File: src/rtl/core/repeating_timer_table_top_macros.svh
// assertion macros for the repeating timer table
// expects signals named clk and arst_n in the scope of use
`ifndef REPEATING_TIMER_TABLE_TOP_MACROS_SVH
`define REPEATING_TIMER_TABLE_TOP_MACROS_SVH

// same-cycle implication, off while in reset
`define RTT_ASSERT_NOW(label, ante, cons, msg) \
	label: assert property (@(posedge clk) disable iff (!arst_n) (ante) |-> (cons)) \
		else $error(msg);

// next-cycle implication, off while in reset
`define RTT_ASSERT_NEXT(label, ante, cons, msg) \
	label: assert property (@(posedge clk) disable iff (!arst_n) (ante) |=> (cons)) \
		else $error(msg);

`endif

File: src/rtl/core/rtt_pkg.sv
// shared types, codes and helpers of the repeating timer table
// no dependencies
package rtt_pkg;

	localparam int TIME_BITS = 32;
	localparam int COUNT_W   = 16;
	localparam int SLOT_W    = 4;
	localparam int KIND_W    = 3;
	localparam int FUNC_W    = 2;
	localparam int BUDGET_W  = 6;

	typedef logic [TIME_BITS-1:0] time_t;
	typedef logic [COUNT_W-1:0]   cnt_t;

	localparam cnt_t COUNT_MAX = '1;

	// request codes
	localparam logic [FUNC_W-1:0] FUNC_ADD    = 2'd0;
	localparam logic [FUNC_W-1:0] FUNC_REMOVE = 2'd1;
	localparam logic [FUNC_W-1:0] FUNC_TICK   = 2'd2;

	// result codes
	localparam logic [KIND_W-1:0] KIND_FIRED      = 3'd0;
	localparam logic [KIND_W-1:0] KIND_TICK_DONE  = 3'd1;
	localparam logic [KIND_W-1:0] KIND_ADDED      = 3'd2;
	localparam logic [KIND_W-1:0] KIND_FULL       = 3'd3;
	localparam logic [KIND_W-1:0] KIND_REMOVED    = 3'd4;
	localparam logic [KIND_W-1:0] KIND_RM_IGNORED = 3'd5;

	typedef enum logic [2:0] {
		ST_IDLE,
		ST_SCAN,
		ST_LOAD,
		ST_EVAL,
		ST_STEP,
		ST_WRITE,
		ST_DONE
	} state_t;

	typedef enum logic [2:0] {
		OP_NONE,
		OP_ACCEPT,
		OP_READ,
		OP_LOAD,
		OP_EVAL,
		OP_FIRE,
		OP_WRITE,
		OP_DONE
	} dp_op_t;

	typedef struct packed {
		dp_op_t op;
		logic   deferred;
	} dp_cmd_t;

	typedef struct packed {
		logic out_free;
		logic cur_valid;
		logic due_ok;
		logic fire_due;
		logic period_zero;
	} dp_status_t;

	typedef struct packed {
		time_t start;
		time_t first_delay;
		time_t period;
		cnt_t  limit;
		cnt_t  count;
		logic  started;
		time_t next_fire;
	} entry_t;

	// saturating firing count increment
	function automatic cnt_t bump(input cnt_t c);
		bump = (c == COUNT_MAX) ? COUNT_MAX : c + cnt_t'(1);
	endfunction

endpackage

File: src/rtl/core/rtt_if.sv
// request and result channel interfaces of the repeating timer table
// depends on rtt_pkg
interface rtt_in_if;
	import rtt_pkg::*;
	logic                valid;
	logic                ready;
	logic [FUNC_W-1:0]   func;
	time_t               time_now;
	time_t               first_delay;
	time_t               period;
	cnt_t                repeat_limit;
	logic [SLOT_W-1:0]   slot;

	modport source(output valid, func, time_now, first_delay, period, repeat_limit, slot,
		input ready);
	modport sink(input valid, func, time_now, first_delay, period, repeat_limit, slot,
		output ready);
endinterface

interface rtt_out_if;
	import rtt_pkg::*;
	logic                valid;
	logic                ready;
	logic [KIND_W-1:0]   kind;
	logic [SLOT_W-1:0]   timer_slot;
	time_t               fire_time;
	cnt_t                fire_count;
	logic                deferred;
	logic                last;

	modport source(output valid, kind, timer_slot, fire_time, fire_count, deferred, last,
		input ready);
	modport sink(input valid, kind, timer_slot, fire_time, fire_count, deferred, last,
		output ready);
endinterface

File: src/rtl/core/repeating_timer_table_top.sv
// top level of the repeating timer table: sequencer plus datapath
// depends on rtt_pkg, rtt_if, rtt_ctrl, rtt_datapath and the assertion macros
//
// usage
// - request channel: func selects add (first_delay, period, repeat_limit),
//   remove (slot) or tick (time_now); unknown func codes are taken and dropped
// - result channel: one item for add or remove, and for a tick one item per
//   firing followed by a tick done item; last marks the final item of a request
// - add and remove: the result is in the output register in the cycle after the
//   request is taken
// - tick: a free slot is scanned and passed over; a valid slot is scanned, loaded,
//   evaluated, stepped through its firings and a closing step if due (a period-zero
//   entry fires and closes together), and written back; then the tick done item
// - the rate is set by the single-port entry store, visited one slot at a time
// - ready is high only while the sequencer is idle and the output register is
//   free, so one request is worked on at a time
// - when the receiver stalls, the walk holds on the pending result and resumes
//   once the output register is taken
// - reset clears the valid bits, the time and the output register; entry
//   contents are written by add before use and need no clearing pass
`include "repeating_timer_table_top_macros.svh"

module repeating_timer_table_top #(
	parameter int NUM_TIMERS         = 16,
	parameter int MAX_FIRES_PER_TICK = 63
) (
	input logic       clk,
	input logic       arst_n,
	rtt_in_if.sink    request,
	rtt_out_if.source result
);
	import rtt_pkg::*;

	localparam int IDX_W = (NUM_TIMERS > 1) ? $clog2(NUM_TIMERS) : 1;

	dp_cmd_t          dp_cmd;
	dp_status_t       dp_status;
	logic [IDX_W-1:0] entry_idx;

	// sequencer: intake and the per-slot walk of a tick
	rtt_ctrl #(
		.NUM_TIMERS        (NUM_TIMERS),
		.MAX_FIRES_PER_TICK(MAX_FIRES_PER_TICK)
	) u_ctrl (
		.clk      (clk),
		.arst_n   (arst_n),
		.req_valid(request.valid),
		.func     (request.func),
		.req_ready(request.ready),
		.cmd      (dp_cmd),
		.idx      (entry_idx),
		.status   (dp_status)
	);

	// entry store, timer arithmetic and the output register
	rtt_datapath #(
		.NUM_TIMERS(NUM_TIMERS)
	) u_datapath (
		.clk         (clk),
		.arst_n      (arst_n),
		.func        (request.func),
		.time_now    (request.time_now),
		.first_delay (request.first_delay),
		.period      (request.period),
		.repeat_limit(request.repeat_limit),
		.slot        (request.slot),
		.cmd         (dp_cmd),
		.idx         (entry_idx),
		.status      (dp_status),
		.result      (result)
	);

	// a taken request always reaches the datapath
	`RTT_ASSERT_NOW(a_accept_op, (request.valid && request.ready), (dp_cmd.op == OP_ACCEPT), "request taken without accept op")
	// results are loaded only into a free output register
	`RTT_ASSERT_NOW(a_emit_free, (dp_cmd.op == OP_FIRE || dp_cmd.op == OP_DONE), dp_status.out_free, "result loaded over a pending item")
	// a tick blocks intake while the table is walked
	`RTT_ASSERT_NEXT(a_tick_busy, (request.valid && request.ready && request.func == FUNC_TICK), !request.ready, "request taken during a tick walk")
	// a firing always carries a nonzero count
	`RTT_ASSERT_NOW(a_fire_count, (result.valid && result.kind == KIND_FIRED), (result.fire_count != '0), "firing with zero count")

endmodule

File: src/rtl/core/rtt_ctrl.sv
// sequencer of the repeating timer table: request intake and entry walk
// depends on rtt_pkg
module rtt_ctrl #(
	parameter int NUM_TIMERS         = 16,
	parameter int MAX_FIRES_PER_TICK = 63
) (
	input  logic                       clk,
	input  logic                       arst_n,
	input  logic                       req_valid,
	input  logic [rtt_pkg::FUNC_W-1:0] func,
	output logic                       req_ready,
	output rtt_pkg::dp_cmd_t           cmd,
	output logic [((NUM_TIMERS > 1) ? $clog2(NUM_TIMERS) : 1)-1:0] idx,
	input  rtt_pkg::dp_status_t        status
);
	import rtt_pkg::*;

	localparam int IDX_W = (NUM_TIMERS > 1) ? $clog2(NUM_TIMERS) : 1;

	state_t              state_q, state_d;
	logic [IDX_W-1:0]    idx_q;
	logic [BUDGET_W-1:0] fires_q;
	logic                defer_q;
	logic                accept;
	logic                idx_last;
	logic                budget_full;

	assign idx_last    = (idx_q == IDX_W'(NUM_TIMERS - 1));
	assign budget_full = (fires_q == BUDGET_W'(MAX_FIRES_PER_TICK));
	assign accept      = req_valid && req_ready;
	assign idx         = idx_q;

	// next state
	always_comb begin
		state_d = state_q;
		unique case (state_q)
			ST_IDLE: begin
				if (accept && func == FUNC_TICK) state_d = ST_SCAN;
			end
			ST_SCAN: begin
				if (status.cur_valid) state_d = ST_LOAD;
				else if (idx_last)    state_d = ST_DONE;
			end
			ST_LOAD: state_d = ST_EVAL;
			ST_EVAL: state_d = status.due_ok ? ST_STEP : ST_WRITE;
			ST_STEP: begin
				if (!status.fire_due || budget_full) state_d = ST_WRITE;
				else if (status.out_free && status.period_zero) state_d = ST_WRITE;
			end
			ST_WRITE: state_d = idx_last ? ST_DONE : ST_SCAN;
			ST_DONE: begin
				if (status.out_free) state_d = ST_IDLE;
			end
			default: state_d = ST_IDLE;
		endcase
	end

	// outputs
	always_comb begin
		req_ready    = 1'b0;
		cmd.op       = OP_NONE;
		cmd.deferred = defer_q;
		unique case (state_q)
			ST_IDLE: begin
				req_ready = status.out_free;
				if (req_valid && status.out_free) cmd.op = OP_ACCEPT;
			end
			ST_SCAN: begin
				if (status.cur_valid) cmd.op = OP_READ;
			end
			ST_LOAD:  cmd.op = OP_LOAD;
			ST_EVAL:  cmd.op = OP_EVAL;
			ST_STEP: begin
				if (status.fire_due && !budget_full && status.out_free) cmd.op = OP_FIRE;
			end
			ST_WRITE: cmd.op = OP_WRITE;
			ST_DONE: begin
				if (status.out_free) cmd.op = OP_DONE;
			end
			default: cmd.op = OP_NONE;
		endcase
	end

	always_ff @(posedge clk or negedge arst_n) begin
		if (!arst_n) begin
			state_q <= ST_IDLE;
			idx_q   <= '0;
			fires_q <= '0;
			defer_q <= 1'b0;
		end else begin
			state_q <= state_d;
			if (state_q == ST_IDLE && accept) begin
				idx_q   <= '0;
				fires_q <= '0;
				defer_q <= 1'b0;
			end
			if (((state_q == ST_SCAN && !status.cur_valid) || state_q == ST_WRITE)
					&& !idx_last) begin
				idx_q <= idx_q + IDX_W'(1);
			end
			if (state_q == ST_STEP && status.fire_due && budget_full) defer_q <= 1'b1;
			if (cmd.op == OP_FIRE) fires_q <= fires_q + BUDGET_W'(1);
		end
	end

endmodule

File: src/rtl/core/rtt_datapath.sv
// timer entry store, working registers and result register
// depends on rtt_pkg and rtt_if
module rtt_datapath #(
	parameter int NUM_TIMERS = 16
) (
	input  logic                       clk,
	input  logic                       arst_n,
	input  logic [rtt_pkg::FUNC_W-1:0] func,
	input  rtt_pkg::time_t             time_now,
	input  rtt_pkg::time_t             first_delay,
	input  rtt_pkg::time_t             period,
	input  rtt_pkg::cnt_t              repeat_limit,
	input  logic [rtt_pkg::SLOT_W-1:0] slot,
	input  rtt_pkg::dp_cmd_t           cmd,
	input  logic [((NUM_TIMERS > 1) ? $clog2(NUM_TIMERS) : 1)-1:0] idx,
	output rtt_pkg::dp_status_t        status,
	rtt_out_if.source                  result
);
	import rtt_pkg::*;

	localparam int IDX_W = (NUM_TIMERS > 1) ? $clog2(NUM_TIMERS) : 1;

	logic [NUM_TIMERS-1:0] valid_q;
	entry_t                mem [NUM_TIMERS];
	entry_t                rd_q;
	time_t                 now_q;

	// working copy of the visited entry
	time_t start_q, fd_q, period_q, local_q, next_q;
	cnt_t  limit_q, count_q;
	logic  started_q;

	// result register
	logic              out_valid_q;
	logic [KIND_W-1:0] kind_q;
	logic [SLOT_W-1:0] tslot_q;
	time_t             ftime_q;
	cnt_t              fcount_q;
	logic              defer_q;
	logic              last_q;

	logic              out_free;
	logic              free_found;
	logic [IDX_W-1:0]  free_idx;
	logic              rm_hit;
	logic [TIME_BITS:0] next_sum;
	time_t             next_sat;
	cnt_t              count_inc;
	entry_t            new_entry;
	logic              expired;

	assign out_free = !out_valid_q || result.ready;

	// lowest free slot
	always_comb begin
		free_found = 1'b0;
		free_idx   = '0;
		for (int i = NUM_TIMERS - 1; i >= 0; i--) begin
			if (!valid_q[i]) begin
				free_found = 1'b1;
				free_idx   = IDX_W'(i);
			end
		end
	end

	assign rm_hit = ({1'b0, slot} < (SLOT_W + 1)'(NUM_TIMERS)) && valid_q[slot[IDX_W-1:0]];

	assign next_sum  = {1'b0, next_q} + {1'b0, period_q};
	assign next_sat  = next_sum[TIME_BITS] ? '1 : next_sum[TIME_BITS-1:0];
	assign count_inc = bump(count_q);
	assign expired   = (limit_q != '0) && (count_q >= limit_q);

	always_comb begin
		new_entry.start       = now_q;
		new_entry.first_delay = first_delay;
		new_entry.period      = period;
		new_entry.limit       = repeat_limit;
		new_entry.count       = '0;
		new_entry.started     = 1'b0;
		new_entry.next_fire   = '0;
	end

	assign status.out_free    = out_free;
	assign status.cur_valid   = valid_q[idx];
	assign status.due_ok      = (local_q >= fd_q);
	assign status.period_zero = (period_q == '0);
	assign status.fire_due    = (period_q == '0)
		|| (((limit_q == '0) || (limit_q > count_q)) && (next_q <= local_q));

	// entry store, one write and one registered read
	always_ff @(posedge clk) begin
		if (cmd.op == OP_ACCEPT && func == FUNC_ADD && free_found) begin
			mem[free_idx] <= new_entry;
		end else if (cmd.op == OP_WRITE) begin
			mem[idx] <= '{start: start_q, first_delay: fd_q, period: period_q,
				limit: limit_q, count: count_q, started: started_q, next_fire: next_q};
		end
		if (cmd.op == OP_READ) rd_q <= mem[idx];
	end

	always_ff @(posedge clk or negedge arst_n) begin
		if (!arst_n) begin
			valid_q <= '0;
			now_q   <= '0;
		end else begin
			if (cmd.op == OP_ACCEPT) begin
				case (func)
					FUNC_ADD: begin
						if (free_found) valid_q[free_idx] <= 1'b1;
					end
					FUNC_REMOVE: begin
						if (rm_hit) valid_q[slot[IDX_W-1:0]] <= 1'b0;
					end
					FUNC_TICK: now_q <= time_now;
					default: ;
				endcase
			end
			if (cmd.op == OP_WRITE && expired) valid_q[idx] <= 1'b0;
		end
	end

	always_ff @(posedge clk) begin
		case (cmd.op)
			OP_LOAD: begin
				start_q   <= rd_q.start;
				fd_q      <= rd_q.first_delay;
				period_q  <= rd_q.period;
				limit_q   <= rd_q.limit;
				count_q   <= rd_q.count;
				started_q <= rd_q.started;
				next_q    <= rd_q.next_fire;
				local_q   <= now_q - rd_q.start;
			end
			OP_EVAL: begin
				if (local_q >= fd_q && !started_q) begin
					started_q <= 1'b1;
					next_q    <= fd_q;
				end
			end
			OP_FIRE: begin
				count_q <= count_inc;
				next_q  <= (period_q == '0) ? local_q : next_sat;
			end
			default: ;
		endcase
	end

	// result register
	always_ff @(posedge clk or negedge arst_n) begin
		if (!arst_n) begin
			out_valid_q <= 1'b0;
		end else if ((cmd.op == OP_ACCEPT && func != FUNC_TICK
				&& (func == FUNC_ADD || func == FUNC_REMOVE))
				|| cmd.op == OP_FIRE || cmd.op == OP_DONE) begin
			out_valid_q <= 1'b1;
		end else if (result.ready) begin
			out_valid_q <= 1'b0;
		end
	end

	always_ff @(posedge clk) begin
		if (out_free) begin
			tslot_q  <= '0;
			ftime_q  <= '0;
			fcount_q <= '0;
			defer_q  <= 1'b0;
			last_q   <= 1'b1;
			kind_q   <= KIND_TICK_DONE;
			unique case (cmd.op)
				OP_ACCEPT: begin
					if (func == FUNC_ADD) begin
						kind_q  <= free_found ? KIND_ADDED : KIND_FULL;
						tslot_q <= free_found ? SLOT_W'(free_idx) : '0;
					end else begin
						kind_q  <= rm_hit ? KIND_REMOVED : KIND_RM_IGNORED;
						tslot_q <= slot;
					end
				end
				OP_FIRE: begin
					kind_q   <= KIND_FIRED;
					tslot_q  <= SLOT_W'(idx);
					ftime_q  <= (period_q == '0) ? local_q : next_q;
					fcount_q <= count_inc;
					last_q   <= 1'b0;
				end
				OP_DONE: defer_q <= cmd.deferred;
				default: ;
			endcase
		end
	end

	assign result.valid      = out_valid_q;
	assign result.kind       = kind_q;
	assign result.timer_slot = tslot_q;
	assign result.fire_time  = ftime_q;
	assign result.fire_count = fcount_q;
	assign result.deferred   = defer_q;
	assign result.last       = last_q;

endmodule

File: src/flat_wrapper.sv
// flat-port wrapper written by rule: the top's interface ports become plain ports
module repeating_timer_table_top_flat import rtt_pkg::*;
#(
	parameter int NUM_TIMERS         = 16,
	parameter int MAX_FIRES_PER_TICK = 63
)
  (clk, arst_n, request_valid, request_func, request_time_now, request_first_delay, request_period, request_repeat_limit, request_slot, request_ready, result_valid, result_kind, result_timer_slot, result_fire_time, result_fire_count, result_deferred, result_last, result_ready);
  rtt_in_if request_i ();
  rtt_out_if result_i ();
  input logic clk;
  input logic arst_n;
  input wire logic [$bits(request_i.valid)-1:0] request_valid;
  input wire logic [$bits(request_i.func)-1:0] request_func;
  input wire logic [$bits(request_i.time_now)-1:0] request_time_now;
  input wire logic [$bits(request_i.first_delay)-1:0] request_first_delay;
  input wire logic [$bits(request_i.period)-1:0] request_period;
  input wire logic [$bits(request_i.repeat_limit)-1:0] request_repeat_limit;
  input wire logic [$bits(request_i.slot)-1:0] request_slot;
  output wire logic [$bits(request_i.ready)-1:0] request_ready;
  output wire logic [$bits(result_i.valid)-1:0] result_valid;
  output wire logic [$bits(result_i.kind)-1:0] result_kind;
  output wire logic [$bits(result_i.timer_slot)-1:0] result_timer_slot;
  output wire logic [$bits(result_i.fire_time)-1:0] result_fire_time;
  output wire logic [$bits(result_i.fire_count)-1:0] result_fire_count;
  output wire logic [$bits(result_i.deferred)-1:0] result_deferred;
  output wire logic [$bits(result_i.last)-1:0] result_last;
  input wire logic [$bits(result_i.ready)-1:0] result_ready;
  assign request_i.valid = request_valid;
  assign request_i.func = request_func;
  assign request_i.time_now = request_time_now;
  assign request_i.first_delay = request_first_delay;
  assign request_i.period = request_period;
  assign request_i.repeat_limit = request_repeat_limit;
  assign request_i.slot = request_slot;
  assign request_ready = request_i.ready;
  assign result_valid = result_i.valid;
  assign result_kind = result_i.kind;
  assign result_timer_slot = result_i.timer_slot;
  assign result_fire_time = result_i.fire_time;
  assign result_fire_count = result_i.fire_count;
  assign result_deferred = result_i.deferred;
  assign result_last = result_i.last;
  assign result_i.ready = result_ready;
  repeating_timer_table_top #(.NUM_TIMERS(NUM_TIMERS), .MAX_FIRES_PER_TICK(MAX_FIRES_PER_TICK)) u_core (.clk(clk), .arst_n(arst_n), .request(request_i), .result(result_i));
endmodule
File: config.mk
export PLATFORM = sky130hd
export DESIGN_NAME = repeating_timer_table_top_flat
export DESIGN_NICKNAME = d
export VERILOG_FILES = /design/src/rtl/core/rtt_pkg.sv /design/src/rtl/core/rtt_if.sv /design/src/rtl/core/repeating_timer_table_top.sv /design/src/rtl/core/rtt_ctrl.sv /design/src/rtl/core/rtt_datapath.sv /design/src/flat_wrapper.sv
export VERILOG_INCLUDE_DIRS = /design/src /design/src/rtl/core
export SDC_FILE = /design/constraint.sdc
export NUM_CORES = 2
export LEC_CHECK = 0
export BUFFER_PORTS_ARGS = -buffer_cell sky130_fd_sc_hd__buf_4
export CORE_AREA = 5 5 508 510
export CTS_CLUSTER_DIAMETER = 30
export CTS_CLUSTER_SIZE = 25
export DETAILED_ROUTE_END_ITERATION = 10
export DIE_AREA = 0 0 513 515
export PLACE_DENSITY = 0.66
export SKIP_LAST_GASP = 1
export SYNTH_ARGS = -nofsm -noshare
export SYNTH_HDL_FRONTEND = slang
export SYNTH_SLANG_ARGS = --single-unit
File: constraint.sdc
create_clock -name clk -period 14.5 [get_ports clk]
set_clock_uncertainty 0.05 [all_clocks]
set_input_delay 0 -clock clk [delete_from_list [all_inputs] [get_ports clk]]
set_output_delay 0 -clock clk [all_outputs]
set_load 0.01 [all_outputs]
==> key figures <==
Global route
  • Overall routing resource usage: 0.241
  • Initial antenna violation count: 11
  • Vias in the first global route: 64500
  • Largest net degree at the start of global routing: 143
  • GR Overflow Total: 0
  • First-pass GRT wire length: 462000 µm

STA
  • RSZ-0062 raised after global routing: false
  • Fin. max-slew vios: 0
  • Setup TNS: 0 ns
  • Relative slew margins: 0.0896
  • Final worst-path cycle share: 0.463
  • Minimum clock period: 6.72 ns
  • Final WS setup: 7.78 ns
  • Setup violations, final: 0
  • Measured slew at the worst slew-check pin: 1.36 ns
  • Fin. Hold Viols: 0
  • Max Fclk: 149 MHz

Floorplan
  • Die X: 513 µm
  • Placement Rows: 185
  • Initial Utilization: 0.477
  • Area of the core: 253000 µm²
  • Die Y: 515 µm
  • I/O pin total: 181
  • Die area: 264000 µm²

Detailed routing
  • Wirelength, routed: 322000 µm
  • Vias per std cell: 6.13
  • DRC: 0
  • Routed vias: 63200
  • First-pass iteration count of the detailed router: 6
  • Final ANT Viol Nets: 0
  • Iter 0 DRT Violations: 7593
  • Per-cell routed wire length: 31.2 µm

Worst setup path
  • Endpoint type of the worst setup path: flip-flop
  • Crit-path cells: buf_4 -> nor4_1 -> nand2_1 -> buf_4 -> nor3_2 -> dlygate4sd3_1 -> nand2_1 -> nand2_1 -> nand2_1 -> nor3_2 -> buf_4 -> buf_4 -> buf_4 -> buf_4
  • Largest fanout on the critical path: 47
  • Worst Setup Start Kind: flip-flop
  • Required @ worst endpoint: 14.96 ns
  • Slowest stage delay, CP: 0.84 ns
  • CP arrival: 7.17 ns
  • Worst setup path class: flip-flop to flip-flop
  • Slowest CP cell: buf_4
  • CP most frequent cell: buf_4

Cells and area
  • Final net count: 6811
  • Share of cells above drive strength 1: 0.290
  • Syn-to-layout area delta: 20.8%
  • Max reg flops: 2576
  • Most flop-heavy register: u_core.u_datapath.mem
  • Largest registers: u_core.u_datapath.mem x2576, u_core.u_datapath.rd_q x161
  • Finished Cell Area: 146000 µm²

Clocking
  • CTS tree: done
  • Clock sinks: 3050
  • Cts bufs inserted: 523
  • Clock transition at path regs: 0.05 ns
  • Cts repair resizes: 0
  • CTS Root Cell: clkbuf_16
  • CTS max path bufs: 4
  • Htree depth: 6
  • Clock Latency Late Sink: 0.92 ns

Logic synthesis
  • Post-Syn Nets: 6052
  • Most frequent cells after synthesis: edfxtp_1, mux4_2, nand2_1
  • Post-synth cell types: 74
  • Post-synth top area share: 0.743
  • Ys flop type: edfxtp_1
  • Register area share after synthesis: 0.756
  • Yosys warns: 0
  • Post-synth EDFFs: 2987
  • Synth area leader: edfxtp_1
  • Share of synthesized registers carrying an async set or reset: 0.0207
  • Largest cells by area after synthesis: edfxtp_1, mux4_2, ha_1
  • Syn_area_per_cell: 20.9 µm²
  • Yosys reg bits: 3050
  • Count leader, synth: edfxtp_1
  • Mapped Area: 121000 µm²
  • Post-Synthesis Cells: 5779

Job
  • Max_cap viols: 0

Power and ir drop
  • Peak VDD IR: 0.000183 V
  • LEAKAGE: 48.8 nW
  • Power Dens Cells: 208 nW/µm²

Outcome
  • Status: finished, final reports clean

Placed design
  • Place WS: 8.21 ns
  • Detailed placement HPWL: 179000 µm
  • Port bufs: 180
  • Routability-driven placement congestion ratio: 0.917
  • Area post-placement: 127000 µm²

Worst hold path
  • Hold crit path type: input pin to flip-flop
==> cell families (layout without fill, tap and decap cells) <==
group / after synthesis / in the layout / synth area share
multiplexers: 850 / 850 / 0.155
adder cells (fa/ha/maj): 151 / 151 / 0.0158
buffers and inverters: 412 / 1576 / 0.0129
flip-flops: 3050 / 3050 / 0.756
AO/OA/AOI/OAI: 493 / 493 / 0.0275
other: 0 / 7 / 0
XOR/XNOR: 53 / 53 / 0.00385
AND/OR/NAND/NOR: 770 / 770 / 0.0288
==> path summary, 6_finish.rpt <==
kind / startpoint / to / slack, ns / cells past startpoint
worst min-delay path: request_first_delay[25] / u_core.u_datapath.mem[13][122]$_DFFE_PP_ / 0.07 / 3
min in group asynchronous: arst_n / u_core.u_datapath.now_q[23]$_DFFE_PN0P_ / 0.19 / 4
worst max register to register: u_core.u_ctrl.state_q[2]$_DFFE_PN0P_ / u_core.u_datapath.mem[14][98]$_DFFE_PP_ / 7.78 / 14
worst max-delay path: u_core.u_ctrl.state_q[2]$_DFFE_PN0P_ / u_core.u_datapath.mem[14][98]$_DFFE_PP_ / 7.78 / 14
worst min register to register: u_core.u_datapath.rd_q[77]$_DFFE_PN_ / u_core.u_datapath.period_q[12]$_DFFE_PN_ / 0.36 / 0
max in group asynchronous: arst_n / u_core.u_ctrl.idx[0]$_DFFE_PN0P_ / 13.43 / 4
==> routing by layer <==
| metal | global-route usage | up-vias | routed length [µm] |
|---|---|---|---|
| met3 | 0.0456 | 601 | 27000 |
| li1 | - | 25700 | - |
| met1 | 0.331 | 33600 | 126000 |
| met5 | 0 | - | 25 |
| met4 | 0.0889 | 4 | 12300 |
| met2 | 0.391 | 3294 | 157000 |
==> worst max-delay path, delay by kind of cell (launching register included) <==
kind	cells	cell delay (ns)
buffers and inverters	7	4.21
and+or+nand+nor	7	1.54
DFF	1	0.36
==> power breakdown <==
part           total [mW]  internal (mW)  switching [mW]
Sequential           11.8           11.1           0.635
Combinational        6.64           2.78            3.86
Clock                12.0           7.68            4.31
Total                30.4           21.6            8.80
==> metrics by stage <==
step                power, mW  instances  utilization  hold WS, ns
floorplan                16.1       5779            -       -0.346
global placement         18.3       9191        0.500      -0.0871
detailed placement       18.5       9191        0.500      -0.0606
CTS                      30.5      10300        0.576       0.0440
global route             31.5      10300        0.576       0.0817
finish                   30.4      10300        0.576       0.0712
==> layout by cell type (no fill, tap or decap), types with 70 or more instances in the layout <==
cell,netlist,final
a21oi_1,133,133
clkbuf_16,0,531
nor2_1,98,91
edfxtp_1,2987,2987
buf_4,0,299
o21ai_0,108,90
clkinv_2,0,70
ha_1,149,149
mux4_2,814,814
nand2_1,425,424
inv_1,143,142
dlygate4sd3_1,0,187
clkinv_1,1,72
==> cell type report <==
type | instances | area [µm²]
multi-input cells | 2317 | 28000
fillers | 18000 | 107000
repair buffers | 501 | 4420
clock buffers | 581 | 13500
inverters | 145 | 548
flip-flops and latches | 3050 | 91300
diodes | 7 | 17.5
well taps | 3366 | 4210
clock inverters | 349 | 3810
==> repair_timing <==
action,in CTS,in global routing
hold buffers,188,0
endpoints found under the hold margin,1321,0
buffers inserted,0,0
No activity file was read; power rests on OpenSTA's default activity.
